--- src/hdl/edc_pkg.sv ---
// ----------------------------------------------------------------------------
// edc_pkg
// Shared types and constants of the elevator dispatch controller.
// ----------------------------------------------------------------------------
package edc_pkg;

	localparam int FLOOR_W = 5;
	localparam int WGT_W   = 8;
	localparam int LOAD_W  = 12;
	localparam int CAP_W   = 5;
	localparam int CFG_W   = 12;
	localparam int CIDX_W  = 2;

	localparam logic [LOAD_W-1:0] LOAD_MAX = '1;

	// result status codes
	localparam logic [1:0] ST_STORED  = 2'd0;
	localparam logic [1:0] ST_DROPPED = 2'd1;
	localparam logic [1:0] ST_ARRIVED = 2'd2;

	// request function codes
	localparam logic FN_REQUEST = 1'b0;
	localparam logic FN_ARRIVAL = 1'b1;

	// configuration register indexes
	localparam logic [CIDX_W-1:0] CFG_CAPACITY = 2'd0;
	localparam logic [CIDX_W-1:0] CFG_LIMIT    = 2'd1;
	localparam logic [CIDX_W-1:0] CFG_MARGIN   = 2'd2;

	localparam logic [CAP_W-1:0]  CAPACITY_RST = 5'd10;
	localparam logic [LOAD_W-1:0] LIMIT_RST    = 12'd600;
	localparam logic [WGT_W-1:0]  MARGIN_RST   = 8'd80;
	localparam logic [FLOOR_W-1:0] FLOOR_RST   = 5'd1;

	typedef struct packed {
		logic               func;
		logic [FLOOR_W-1:0] request_start;
		logic [FLOOR_W-1:0] request_end;
		logic [WGT_W-1:0]   request_weight;
	} in_item_t;

	typedef struct packed {
		logic [1:0]         status;
		logic [FLOOR_W-1:0] current_floor;
		logic [FLOOR_W-1:0] target_floor;
		logic [CAP_W-1:0]   riders;
		logic [LOAD_W-1:0]  car_weight;
		logic               moving;
	} out_item_t;

	// one table entry as held in the slot memory
	typedef struct packed {
		logic [FLOOR_W-1:0] from_floor;
		logic [FLOOR_W-1:0] to_floor;
		logic [WGT_W-1:0]   weight;
	} slot_t;

endpackage

--- src/hdl/edc_in_if.sv ---
// ----------------------------------------------------------------------------
// edc_in_if
// Request channel: valid/ready handshake with one input item as payload.
// ----------------------------------------------------------------------------
interface edc_in_if import edc_pkg::*; ();
	logic     valid;
	logic     ready;
	in_item_t data;

	modport source (output valid, output data, input ready);
	modport sink (input valid, input data, output ready);
endinterface

--- src/hdl/edc_out_if.sv ---
// ----------------------------------------------------------------------------
// edc_out_if
// Result channel: valid/ready handshake with one result item as payload.
// ----------------------------------------------------------------------------
interface edc_out_if import edc_pkg::*; ();
	logic      valid;
	logic      ready;
	out_item_t data;

	modport source (output valid, output data, input ready);
	modport sink (input valid, input data, output ready);
endinterface

--- src/hdl/elevator_dispatch_controller.sv ---
// ----------------------------------------------------------------------------
// elevator_dispatch_controller
// Single-car dispatch over a passenger table kept in arrival order.
//
//   channel | dir | handshake     | payload
//   --------+-----+---------------+------------------------------------------
//   req     | in  | valid/ready   | func, request_start/end, request_weight
//   res     | out | valid/ready   | status, floors, riders, car_weight, moving
//   cfg     | in  | cfg_we        | cfg_index, cfg_data
//
// Sequencing: a stored request on a busy car or a dropped one goes straight
// to the result; a request on an idle car adds a target pass over the table
// entries. An arrival runs one alight sweep over every slot, then a board
// and a target pass in arrival order, one slot-memory read per cycle. No
// clearing pass after reset; valid bits gate every read. req is taken only
// while the sequencer is idle; a result waiting on res does not hold off the
// next request.
// ----------------------------------------------------------------------------
module elevator_dispatch_controller import edc_pkg::*; #(
	parameter int TABLE_DEPTH = 16,
	parameter int FLOORS      = 16
) (
	input  logic              clk,
	input  logic              arst_n,
	edc_in_if.sink            req,
	edc_out_if.source         res,
	input  logic              cfg_we,
	input  logic [CIDX_W-1:0] cfg_index,
	input  logic [CFG_W-1:0]  cfg_data
);

	localparam int IW = $clog2(TABLE_DEPTH);
	localparam int CW = $clog2(TABLE_DEPTH + 1);
	localparam int RW = ($clog2(FLOORS + 1) > FLOOR_W) ? $clog2(FLOORS + 1) : FLOOR_W;

	localparam logic [CW-1:0] DEPTH_C  = CW'(TABLE_DEPTH);
	localparam logic [RW-1:0] FLOORS_C = RW'(FLOORS);

	localparam logic [2:0] S_IDLE   = 3'd0;
	localparam logic [2:0] S_ALIGHT = 3'd1;
	localparam logic [2:0] S_BOARD  = 3'd2;
	localparam logic [2:0] S_PICK   = 3'd3;
	localparam logic [2:0] S_DONE   = 3'd4;

	// configuration
	logic [CAP_W-1:0]  capacity_q;
	logic [LOAD_W-1:0] limit_q;
	logic [WGT_W-1:0]  margin_q;

	// control and car state
	logic [2:0]           state_q;
	logic [1:0]           status_q;
	logic [CW-1:0]        cnt_q;
	logic [CW-1:0]        n_q;
	logic [TABLE_DEPTH-1:0] valid_q;
	logic [TABLE_DEPTH-1:0] inside_q;
	logic [FLOOR_W-1:0]   cur_q;
	logic [FLOOR_W-1:0]   next_q;
	logic [CAP_W-1:0]     riders_q;
	logic [LOAD_W-1:0]    load_q;
	logic                 busy_q;
	logic [RW-1:0]        best_q;
	logic                 best_v_q;
	logic                 res_valid_q;
	logic                 v_s1;

	// payload registers
	logic [IW-1:0]        age_q [TABLE_DEPTH];
	logic [IW-1:0]        slot_s1;
	out_item_t            res_data_q;
	slot_t                slot_mem [TABLE_DEPTH];
	slot_t                rd_q;

	// combinational
	logic [IW-1:0]        free_idx;
	logic [IW-1:0]        rank_idx;
	logic [IW-1:0]        rd_addr;
	logic [CW-1:0]        scan_limit;
	logic                 scanning;
	logic                 issue;
	logic                 req_fire;
	logic                 store;
	logic                 res_load;
	logic                 alight_hit;
	logic                 board_hit;
	logic                 car_full;
	logic                 cand_v;
	logic [FLOOR_W-1:0]   cand_floor;
	logic [FLOOR_W-1:0]   cand_dist;
	logic [RW-1:0]        cand_rank;
	logic [LOAD_W:0]      board_sum;
	logic [LOAD_W:0]      load_add;

	assign req.ready = (state_q == S_IDLE);
	assign req_fire  = req.valid && req.ready;
	assign store     = req_fire && (req.data.func == FN_REQUEST) && (n_q != DEPTH_C);
	assign res.valid = res_valid_q;
	assign res.data  = res_data_q;
	assign res_load  = (state_q == S_DONE) && (!res_valid_q || res.ready);

	// first free slot
	always_comb begin
		free_idx = '0;
		for (int k = TABLE_DEPTH - 1; k >= 0; k--) begin
			if (!valid_q[k]) free_idx = IW'(k);
		end
	end

	// slot holding arrival rank cnt_q
	always_comb begin
		rank_idx = '0;
		for (int k = TABLE_DEPTH - 1; k >= 0; k--) begin
			if (valid_q[k] && age_q[k] == cnt_q[IW-1:0]) rank_idx = IW'(k);
		end
	end

	assign scanning   = (state_q == S_ALIGHT) || (state_q == S_BOARD) || (state_q == S_PICK);
	assign scan_limit = (state_q == S_ALIGHT) ? DEPTH_C : n_q;
	assign issue      = scanning && (cnt_q < scan_limit);
	assign rd_addr    = (state_q == S_ALIGHT) ? cnt_q[IW-1:0] : rank_idx;

	// evaluation of the entry read last cycle
	assign alight_hit = v_s1 && (state_q == S_ALIGHT) && valid_q[slot_s1] &&
	                    inside_q[slot_s1] && (rd_q.to_floor == cur_q);

	assign board_sum  = {1'b0, load_q} + {{(LOAD_W + 1 - WGT_W){1'b0}}, margin_q};
	assign load_add   = {1'b0, load_q} + {{(LOAD_W + 1 - WGT_W){1'b0}}, rd_q.weight};
	assign board_hit  = v_s1 && (state_q == S_BOARD) && !inside_q[slot_s1] &&
	                    (rd_q.from_floor == cur_q) && (riders_q < capacity_q) &&
	                    (board_sum < {1'b0, limit_q});

	assign car_full   = (riders_q >= capacity_q);
	always_comb begin
		cand_v     = 1'b0;
		cand_floor = rd_q.from_floor;
		if (inside_q[slot_s1]) begin
			cand_v     = 1'b1;
			cand_floor = rd_q.to_floor;
		end else if (!car_full) begin
			cand_v     = 1'b1;
		end
		cand_dist = (cand_floor >= cur_q) ? cand_floor - cur_q : cur_q - cand_floor;
		cand_rank = (cand_dist == '0) ? FLOORS_C : RW'(cand_dist);
	end

	// slot memory: one write port, one registered read port
	always_ff @(posedge clk) begin
		if (store) begin
			slot_mem[free_idx] <= '{from_floor: req.data.request_start,
			                        to_floor:   req.data.request_end,
			                        weight:     req.data.request_weight};
		end
		rd_q <= slot_mem[rd_addr];
	end

	// arrival ranks; a leaving entry closes the gap behind it
	always_ff @(posedge clk) begin
		for (int k = 0; k < TABLE_DEPTH; k++) begin
			if (alight_hit && valid_q[k] && age_q[k] > age_q[slot_s1]) begin
				age_q[k] <= age_q[k] - 1'b1;
			end
		end
		if (store) age_q[free_idx] <= n_q[IW-1:0];
		if (issue) slot_s1 <= rd_addr;
		if (res_load) begin
			res_data_q <= '{status:        status_q,
			                current_floor: cur_q,
			                target_floor:  next_q,
			                riders:        riders_q,
			                car_weight:    load_q,
			                moving:        busy_q};
		end
	end

	always_ff @(posedge clk or negedge arst_n) begin
		if (!arst_n) begin
			capacity_q  <= CAPACITY_RST;
			limit_q     <= LIMIT_RST;
			margin_q    <= MARGIN_RST;
			state_q     <= S_IDLE;
			status_q    <= ST_STORED;
			cnt_q       <= '0;
			n_q         <= '0;
			valid_q     <= '0;
			inside_q    <= '0;
			cur_q       <= FLOOR_RST;
			next_q      <= FLOOR_RST;
			riders_q    <= '0;
			load_q      <= '0;
			busy_q      <= 1'b0;
			best_q      <= '0;
			best_v_q    <= 1'b0;
			res_valid_q <= 1'b0;
			v_s1        <= 1'b0;
		end else begin
			if (cfg_we) begin
				case (cfg_index)
					CFG_CAPACITY: capacity_q <= cfg_data[CAP_W-1:0];
					CFG_LIMIT:    limit_q    <= cfg_data[LOAD_W-1:0];
					CFG_MARGIN:   margin_q   <= cfg_data[WGT_W-1:0];
					default: ;
				endcase
			end

			if (res_valid_q && res.ready && !res_load) res_valid_q <= 1'b0;

			v_s1 <= issue;
			if (issue) cnt_q <= cnt_q + 1'b1;

			if (alight_hit) begin
				if (riders_q != '0) riders_q <= riders_q - 1'b1;
				load_q <= (load_q >= LOAD_W'(rd_q.weight)) ?
				          load_q - LOAD_W'(rd_q.weight) : '0;
				valid_q[slot_s1]  <= 1'b0;
				inside_q[slot_s1] <= 1'b0;
				n_q <= n_q - 1'b1;
			end

			if (board_hit) begin
				inside_q[slot_s1] <= 1'b1;
				riders_q <= riders_q + 1'b1;
				load_q   <= load_add[LOAD_W] ? LOAD_MAX : load_add[LOAD_W-1:0];
			end

			if (v_s1 && state_q == S_PICK && cand_v && (!best_v_q || cand_rank < best_q)) begin
				best_q   <= cand_rank;
				best_v_q <= 1'b1;
				next_q   <= cand_floor;
			end

			case (state_q)
				S_IDLE: begin
					if (req_fire) begin
						if (req.data.func == FN_ARRIVAL) begin
							status_q <= ST_ARRIVED;
							cur_q    <= next_q;
							cnt_q    <= '0;
							state_q  <= S_ALIGHT;
						end else if (n_q == DEPTH_C) begin
							status_q <= ST_DROPPED;
							state_q  <= S_DONE;
						end else begin
							status_q <= ST_STORED;
							valid_q[free_idx]  <= 1'b1;
							inside_q[free_idx] <= 1'b0;
							n_q <= n_q + 1'b1;
							if (!busy_q) begin
								next_q   <= cur_q;
								best_v_q <= 1'b0;
								cnt_q    <= '0;
								state_q  <= S_PICK;
							end else begin
								state_q  <= S_DONE;
							end
						end
					end
				end
				S_ALIGHT: begin
					if (!issue && !v_s1) begin
						cnt_q   <= '0;
						state_q <= S_BOARD;
					end
				end
				S_BOARD: begin
					if (!issue && !v_s1) begin
						next_q   <= cur_q;
						best_v_q <= 1'b0;
						cnt_q    <= '0;
						state_q  <= S_PICK;
					end
				end
				S_PICK: begin
					if (!issue && !v_s1) begin
						busy_q  <= (n_q != '0);
						state_q <= S_DONE;
					end
				end
				S_DONE: begin
					if (res_load) begin
						res_valid_q <= 1'b1;
						state_q     <= S_IDLE;
					end
				end
				default: state_q <= S_IDLE;
			endcase
		end
	end

endmodule
--- src/flat_wrapper.sv ---
// flat-port wrapper written by rule: the top's interface ports become plain ports
module elevator_dispatch_controller_flat import edc_pkg::*;
#(
	parameter int TABLE_DEPTH = 16,
	parameter int FLOORS      = 16
)
  (clk, arst_n, cfg_we, cfg_index, cfg_data, req_valid, req_data, req_ready, res_valid, res_data, res_ready);
  edc_in_if req_i ();
  edc_out_if res_i ();
  input  logic clk;
  input  logic arst_n;
  input  logic cfg_we;
  input  logic [CIDX_W-1:0] cfg_index;
  input  logic [CFG_W-1:0] cfg_data;
  input wire logic [$bits(req_i.valid)-1:0] req_valid;
  input wire logic [$bits(req_i.data)-1:0] req_data;
  output wire logic [$bits(req_i.ready)-1:0] req_ready;
  output wire logic [$bits(res_i.valid)-1:0] res_valid;
  output wire logic [$bits(res_i.data)-1:0] res_data;
  input wire logic [$bits(res_i.ready)-1:0] res_ready;
  assign req_i.valid = req_valid;
  assign req_i.data = req_data;
  assign req_ready = req_i.ready;
  assign res_valid = res_i.valid;
  assign res_data = res_i.data;
  assign res_i.ready = res_ready;
  elevator_dispatch_controller #(.TABLE_DEPTH(TABLE_DEPTH), .FLOORS(FLOORS)) u_core (.clk(clk), .arst_n(arst_n), .req(req_i), .res(res_i), .cfg_we(cfg_we), .cfg_index(cfg_index), .cfg_data(cfg_data));
endmodule
--- config.mk ---
export PLATFORM = sky130hd
export DESIGN_NAME = elevator_dispatch_controller_flat
export DESIGN_NICKNAME = d
export VERILOG_FILES = /design/src/hdl/edc_pkg.sv /design/src/hdl/edc_in_if.sv /design/src/hdl/edc_out_if.sv /design/src/hdl/elevator_dispatch_controller.sv /design/src/flat_wrapper.sv
export SDC_FILE = /design/constraint.sdc
export NUM_CORES = 1
export LEC_CHECK = 0
export ABC_AREA = 1
export BUFFER_PORTS_ARGS = -buffer_cell sky130_fd_sc_hd__buf_2
export CORE_ASPECT_RATIO = 0.7
export CORE_MARGIN = 2
export CORE_UTILIZATION = 50
export DETAILED_ROUTE_END_ITERATION = 16
export GPL_TIMING_DRIVEN = 0
export PLACE_DENSITY = 0.72
export SETUP_SLACK_MARGIN = 0.15
export SLEW_MARGIN = 20
export SYNTH_ARGS = -nofsm -noshare
export SYNTH_HDL_FRONTEND = slang
export SYNTH_SLANG_ARGS = --single-unit
--- constraint.sdc ---
create_clock -name clk -period 6.95 [get_ports clk]
set_input_delay 0.3475 -clock clk [delete_from_list [all_inputs] [get_ports clk]]
set_output_delay 0.3475 -clock clk [all_outputs]
set_load 0.03 [all_outputs]
# Word level (Yosys, flattened, before mapping)
# Memory sizes are Yosys's and may differ from the RTL's. A register that Yosys moved wholly into a read port is not among the register bits.
# Cells that the tools add are included.
# classes
add_sub_neg	26
n_lt_le_gt_ge	27
n_eq_ne	31
mux	143
bitwise	8
reduce_logical	97
# op_table
op	n
16-bit two-way mux	11
4-bit two-way mux	36
5-bit two-way mux	24
1-bit logical AND	70
4-bit equality test	16
4-bit > comparator	16
4-bit by 1-bit subtractor with 4-bit output, second input constant	16
1-bit two-way mux	51
16-bit AND	3
12-bit two-way mux	4
16-bit NOT	2
16-bit bitwise OR	2
12-bit by 8-bit adder with 13-bit output	2
3-bit two-way mux	8
5-bit case mux with 2 select lines	2
5-bit by 1-bit adder with 5-bit output, second input constant	3
5-bit < comparator	3
3-bit case mux with 5 select lines	1
13-bit by 12-bit < comparator with 1-bit output	1
12-bit by 8-bit >= comparator with 1-bit output	1
2-bit AND reduction	6
12-bit by 8-bit subtractor with 12-bit output	1
5-bit equality test	2
5-bit >= comparator	2
29 further kinds	49
# word_totals
regBits	142
ram_bits	352
output_inout_bits	32
elab_cells	359
n_memories	2
# memory_table
name	words	width	rd	rd_clocked_by_memory_dff	wr	line	rtl
u_core.slot_mem	16	18	1	1	1	elevator_dispatch_controller.sv:71	slot_t slot_mem [TABLE_DEPTH];
u_core.age_q	16	4	17	1	16	elevator_dispatch_controller.sv:68	logic [IW-1:0] age_q [TABLE_DEPTH];

# Logic depth before layout (Yosys ltp)
# depth
depth_word	26
mapped_depth	32

# Least setup slack after synthesis
# OpenSTA, ideal clock, no wires.
# synth_timing
path_type	flip-flop to flip-flop
startpoint	reg u_core.slot_s1[0]
endpoint	reg u_core.next_q[2]
t_arrival_ps	4762
t_required_ps	6887
setup_slack_ps	2125
path_stages_with_launch	30
cell_sequence	edfxtp_1 -> nor2_1 -> clkbuf_1 -> a22oi_1 -> nand2_1 -> nand2_1 -> nand4_1 -> clkbuf_1 -> o21ai_0 -> ha_1 -> nand2_1 -> o21ai_0 -> a21oi_1 -> nand2_1 -> a21oi_1 -> o21bai_1 -> mux2i_1 -> xor2_1 -> inv_1 -> ha_1 -> inv_1 -> nor2_1 -> o21a_1 -> o21a_1 -> o21ai_0 -> nand2_1 -> clkbuf_1 -> o211ai_1 -> o21ai_0 -> inv_1
# synth_between
elab_chain_cells	16
word_cells_on_any_way	21
cone_classes	add/sub: 2; order compare: 2; mux: 13; reduce/logical: 4
# synth_lines
element	line	rtl
start, declared	elevator_dispatch_controller.sv:69	logic [IW-1:0] slot_s1;
start signal, assigned	elevator_dispatch_controller.sv:164	if (issue) slot_s1 <= rd_addr;
1-bit binary-select mux with 4-bit select (*)	elevator_dispatch_controller.sv:136	if (inside_q[slot_s1]) begin
1-bit two-way mux (not written as such) (*)	elevator_dispatch_controller.sv:136	
5-bit two-way mux (*)	elevator_dispatch_controller.sv:136	
5-bit subtractor or 5-bit >= comparator (tied branches)	elevator_dispatch_controller.sv:142	cand_dist = (cand_floor >= cur_q) ? cand_floor - cur_q : cur_q - cand_floor;
5-bit two-way mux (*)	elevator_dispatch_controller.sv:142	
5-bit logical NOT	elevator_dispatch_controller.sv:143	cand_rank = (cand_dist == '0) ? FLOORS_C : RW'(cand_dist);
5-bit two-way mux (*)	elevator_dispatch_controller.sv:143	
via u_core.cand_rank[2]	elevator_dispatch_controller.sv:90	logic [RW-1:0] cand_rank;
5-bit < comparator (*)	elevator_dispatch_controller.sv:225	if (v_s1 && state_q == S_PICK && cand_v && (!best_v_q || cand_rank < best_q)) begin
1-bit logical OR (*)	elevator_dispatch_controller.sv:225	
1-bit logical AND (*)	elevator_dispatch_controller.sv:225	
5-bit two-way mux (*)	elevator_dispatch_controller.sv:225	
5-bit two-way mux	elevator_dispatch_controller.sv:247	if (!busy_q) begin
5-bit two-way mux	elevator_dispatch_controller.sv:239	end else if (n_q == DEPTH_C) begin
5-bit two-way mux	elevator_dispatch_controller.sv:234	if (req.data.func == FN_ARRIVAL) begin
5-bit two-way mux	elevator_dispatch_controller.sv:233	if (req_fire) begin
5-bit case mux with 2 select lines (*)	elevator_dispatch_controller.sv:231	case (state_q)
end signal, assigned	elevator_dispatch_controller.sv:228	next_q <= cand_floor;
end signal, assigned	elevator_dispatch_controller.sv:248	next_q <= cur_q;
end signal, assigned	elevator_dispatch_controller.sv:266	next_q <= cur_q;
end, declared	elevator_dispatch_controller.sv:58	logic [FLOOR_W-1:0] next_q;
# Mark *: on every way through the listed nets, which the timed path passes. The rest lies on a longest branch. The select of a mux whose other input is x is not followed.
# A chain may end at the register's enable or synchronous reset.

# Final worst setup path
# layout_timing
startpoint	reg u_core.slot_s1[0]
endpoint	reg u_core.next_q[3]
# The elaborated chain is that of the path after synthesis.

==> impl_metrics.json <==
{
  "required_ns": 7.51,
  "antenna_cells": 0,
  "syn_to_final_growth_pct": 12.64,
  "synth_cell_types": 52,
  "p_seq_share_pct": 27.6,
  "clock-sinks": 516,
  "cp.arrival_ns": 6.63,
  "ff2ff_path_depth": 28,
  "slew_headroom_pct": 27.89,
  "cts_buffers": 51,
  "drt_wl_total_um": 86600,
  "power_density_nw_per_um2": 455.4,
  "final_util_pct": 57.13,
  "antenna_found_initial": 1,
  "synth-edff-count": 386,
  "grt_pass1_wl_um": 131600,
  "die_h_um": 202.2,
  "status": "completed",
  "synthCells": 3076,
  "fmax_mhz": 164.8,
  "synthArstFlopShare_pct": 20.93,
  "seq_area_um2": 14750,
  "tightestPinTransition_ns": 1.082,
  "worstHoldPathType": "primary input to flop",
  "dp_hpwl_um": 62240,
  "rr_startpoint": "u_core.slot_s1[0]",
  "hold_viol": 0,
  "crit_top_cell": "nand2_1",
  "clock_path_buffers": 3,
  "fin_skew_ns": 0.03375,
  "drt_iter0_markers": 3495,
  "fp.dieW_um": 287.1,
  "drive_gt1_share_pct": 8.029,
  "via_per_inst": 5.827,
  "port_buffers": 69,
  "hold_end": "u_core.res.valid",
  "net-switching-power_mw": 6.849,
  "initial_core_util_pct": 50.72,
  "wl_per_cell_um": 21.63,
  "whs_path_depth": 4,
  "coreArea_um2": 55310,
  "fillers": 4809,
  "ir_worst_vdd_v": 0.0002821,
  "final_common_cell": "nand2_1",
  "place_congestion": 1.026,
  "p_sw_share_pct": 47.59,
  "post-place-ws_ns": 0.6951,
  "synth-seq-cells": 516,
  "r2r_slack_ns": 0.88,
  "avgSynthCellArea_um2": 9.120,
  "overflow": 0,
  "synth_area_um2": 28050,
  "pwr-share-comb_pct": 52.3,
  "multi_input_area_um2": 11080,
  "cts-root-buf": "clkbuf_16",
  "fin_nets": 3410,
  "r2r_end": "u_core.next_q[3]",
  "slowest_stage": "edfxtp_1",
  "dr.pass1.iters": 6,
  "clk_pin_slew_worst_paths_ns": 0.06,
  "worstSetupPathType": "flop to flop",
  "grt_usage_pct": 29.99,
  "h-tree-depth": 2,
  "setup_viol": 0,
  "slowest_delay_ns": 0.54,
  "slew_violations": 0,
  "grt_pass1_vias": 21910,
  "p_leak_nw": 13.82,
  "dieArea_um2": 58050,
  "hp-start": "res_ready",
  "drtAntennaViolNets": 0,
  "grt_max_degree": 63,
  "synth_seq_area_share_pct": 52.57,
  "cts_tree": "done",
  "yosys_warnings": 0,
  "hold_ws_ns": 0.02841,
  "setup_slack_ns": 0.8809,
  "p_clk_share_pct": 20.1,
  "clock_latency_ns": 0.63,
  "final.setup.tns_ns": 0,
  "rsz0062_at_grt": "no",
  "synth-main-ff-cell": "edfxtp_1",
  "end_kind": "flop",
  "maxCapViolations": 0,
  "period_needed_ns": 6.069,
  "route.detailed.drc": 0,
  "final.period_utilization_pct": 87.33,
  "final_cell_mix": "nand2_1, inv_1, edfxtp_1",
  "intPower_mw": 7.541,
  "vias": 23330,
  "num_rows": 72,
  "io_pins": 70,
  "start_kind": "flop",
  "cp_max_fo": 10,
  "syn_nets": 3263
}
-- stage by stage --
stage          area (um2)  total power, mW  instances
2_1_floorplan       28050            8.684       3076
3_3_place_gp        29320            11.06       3885
3_5_place_dp        29750            11.24       3898
4_1_cts             31570            14.14       4001
5_1_grt             31600            15.23       4003
6_report            31600            14.39       4003
-- per-layer routing --
layer  vias to the layer above  routed length, um  track usage (%)
li1                      10750                  -                -
met5                         -                  0                0
met1                     10970              37520            46.23
met4                         0               2179            8.092
met3                       148              11960            7.280
met2                      1462              34940            41.84
-- layout make-up --
class | count | area share (%)
flip-flops and latches | 516 | 46.67
multi-input cells | 1969 | 35.05
inverters | 475 | 5.642
clock buffers | 62 | 4.264
well taps | 740 | 2.930
repair buffers | 94 | 2.526
plain buffers | 116 | 1.758
clock inverters | 31 | 1.160
-- power groups by stage --
stage | sequential (mW) | clock, mW | combinational [mW]
3_5_place_dp | 4.03 | 0 | 7.22
2_1_floorplan | 3.95 | 0 | 4.73
4_1_cts | 3.97 | 2.90 | 7.28
5_1_grt | 4.00 | 3.02 | 8.21
6_report | 3.98 | 2.89 | 7.53
3_3_place_gp | 4.03 | 0 | 7.04
-- sequential cells by signal, summed over array words and instances, names as in the netlist, 2 cells and up, named ones only --
register           count
u_core.load_q         12
u_core.cur_q           5
u_core.age_q          64
u_core.rd_q           18
u_core.next_q          5
u_core.margin_q        8
u_core.valid_q        16
u_core.state_q         3
u_core.best_q          5
u_core.status_q        2
u_core.limit_q        12
u_core.cnt_q           5
u_core.slot_mem      288
u_core.riders_q        5
u_core.n_q             5
u_core.inside_q       16
u_core.res.data       30
u_core.capacity_q      5
u_core.slot_s1         4
-- critical path, delay by kind of cell, from the launching register on --
kind	cells	cell delay [ns]
xor+xnor	1	0.27
buf+inv	5	0.96
fa+ha+maj	2	0.58
flops	1	0.54
mux	1	0.30
compound gates	11	2.31
simple gates	8	1.06
-- cells in the mapped netlist (11+ instances only) --
library cell / number / area [um2]
o21bai_1: 17 / 127.6
a221oi_1: 18 / 157.7
nand3b_1: 42 / 315.3
nor2_1: 139 / 521.8
buf_2: 32 / 160.2
ha_1: 143 / 1789
xnor2_1: 35 / 306.5
nand2_1: 588 / 2207
edfxtp_1: 386 / 11590
nand3_1: 383 / 1917
clkbuf_1: 61 / 229.0
o22ai_1: 23 / 143.9
xor2_1: 48 / 420.4
buf_4: 13 / 97.59
o211ai_1: 17 / 127.6
nor3_1: 27 / 135.1
dfrtp_1: 98 / 2452
a21oi_1: 127 / 635.6
dfxtp_1: 22 / 440.4
nor4_1: 13 / 81.33
inv_1: 465 / 1745
nand4_1: 19 / 118.9
o21ai_0: 244 / 1221
o221ai_1: 11 / 96.34
-- cell families after synthesis --
| group | count (synthesis) | share of synthesized area [%] |
|---|---|---|
| mux | 3 | 0.1070 |
| simple gates | 1232 | 19.41 |
| flops | 516 | 52.57 |
| compound gates | 502 | 10.19 |
| fa+ha+maj | 149 | 6.806 |
| buf+inv | 591 | 8.331 |
| xor+xnor | 83 | 2.591 |
-- what timing repair did --
action / 4_1_cts / 5_1_grt
hold buffers: 10 / 0
endpoints found under the setup margin: 0 / 7
setup buffers: 0 / 2
gates resized for setup: 0 / 3
hold endpoints to repair: 58 / 0
-- worst max path at each step --
stage / start / to / depth (start not counted) / slack (ns)
finish: u_core.slot_s1[0] / u_core.next_q[3] / 28 / 0.88
global route: u_core.slot_s1[0] / u_core.next_q[3] / 28 / 0.25
CTS: u_core.slot_s1[0] / u_core.next_q[3] / 27 / 0.64
detailed placement: u_core.slot_s1[0] / u_core.next_q[3] / 26 / 0.70
global placement: u_core.slot_s1[0] / u_core.next_q[3] / 29 / 0.76
floorplan: u_core.slot_s1[0] / u_core.next_q[2] / 29 / 2.12
(Power assumes the default switching activity.)
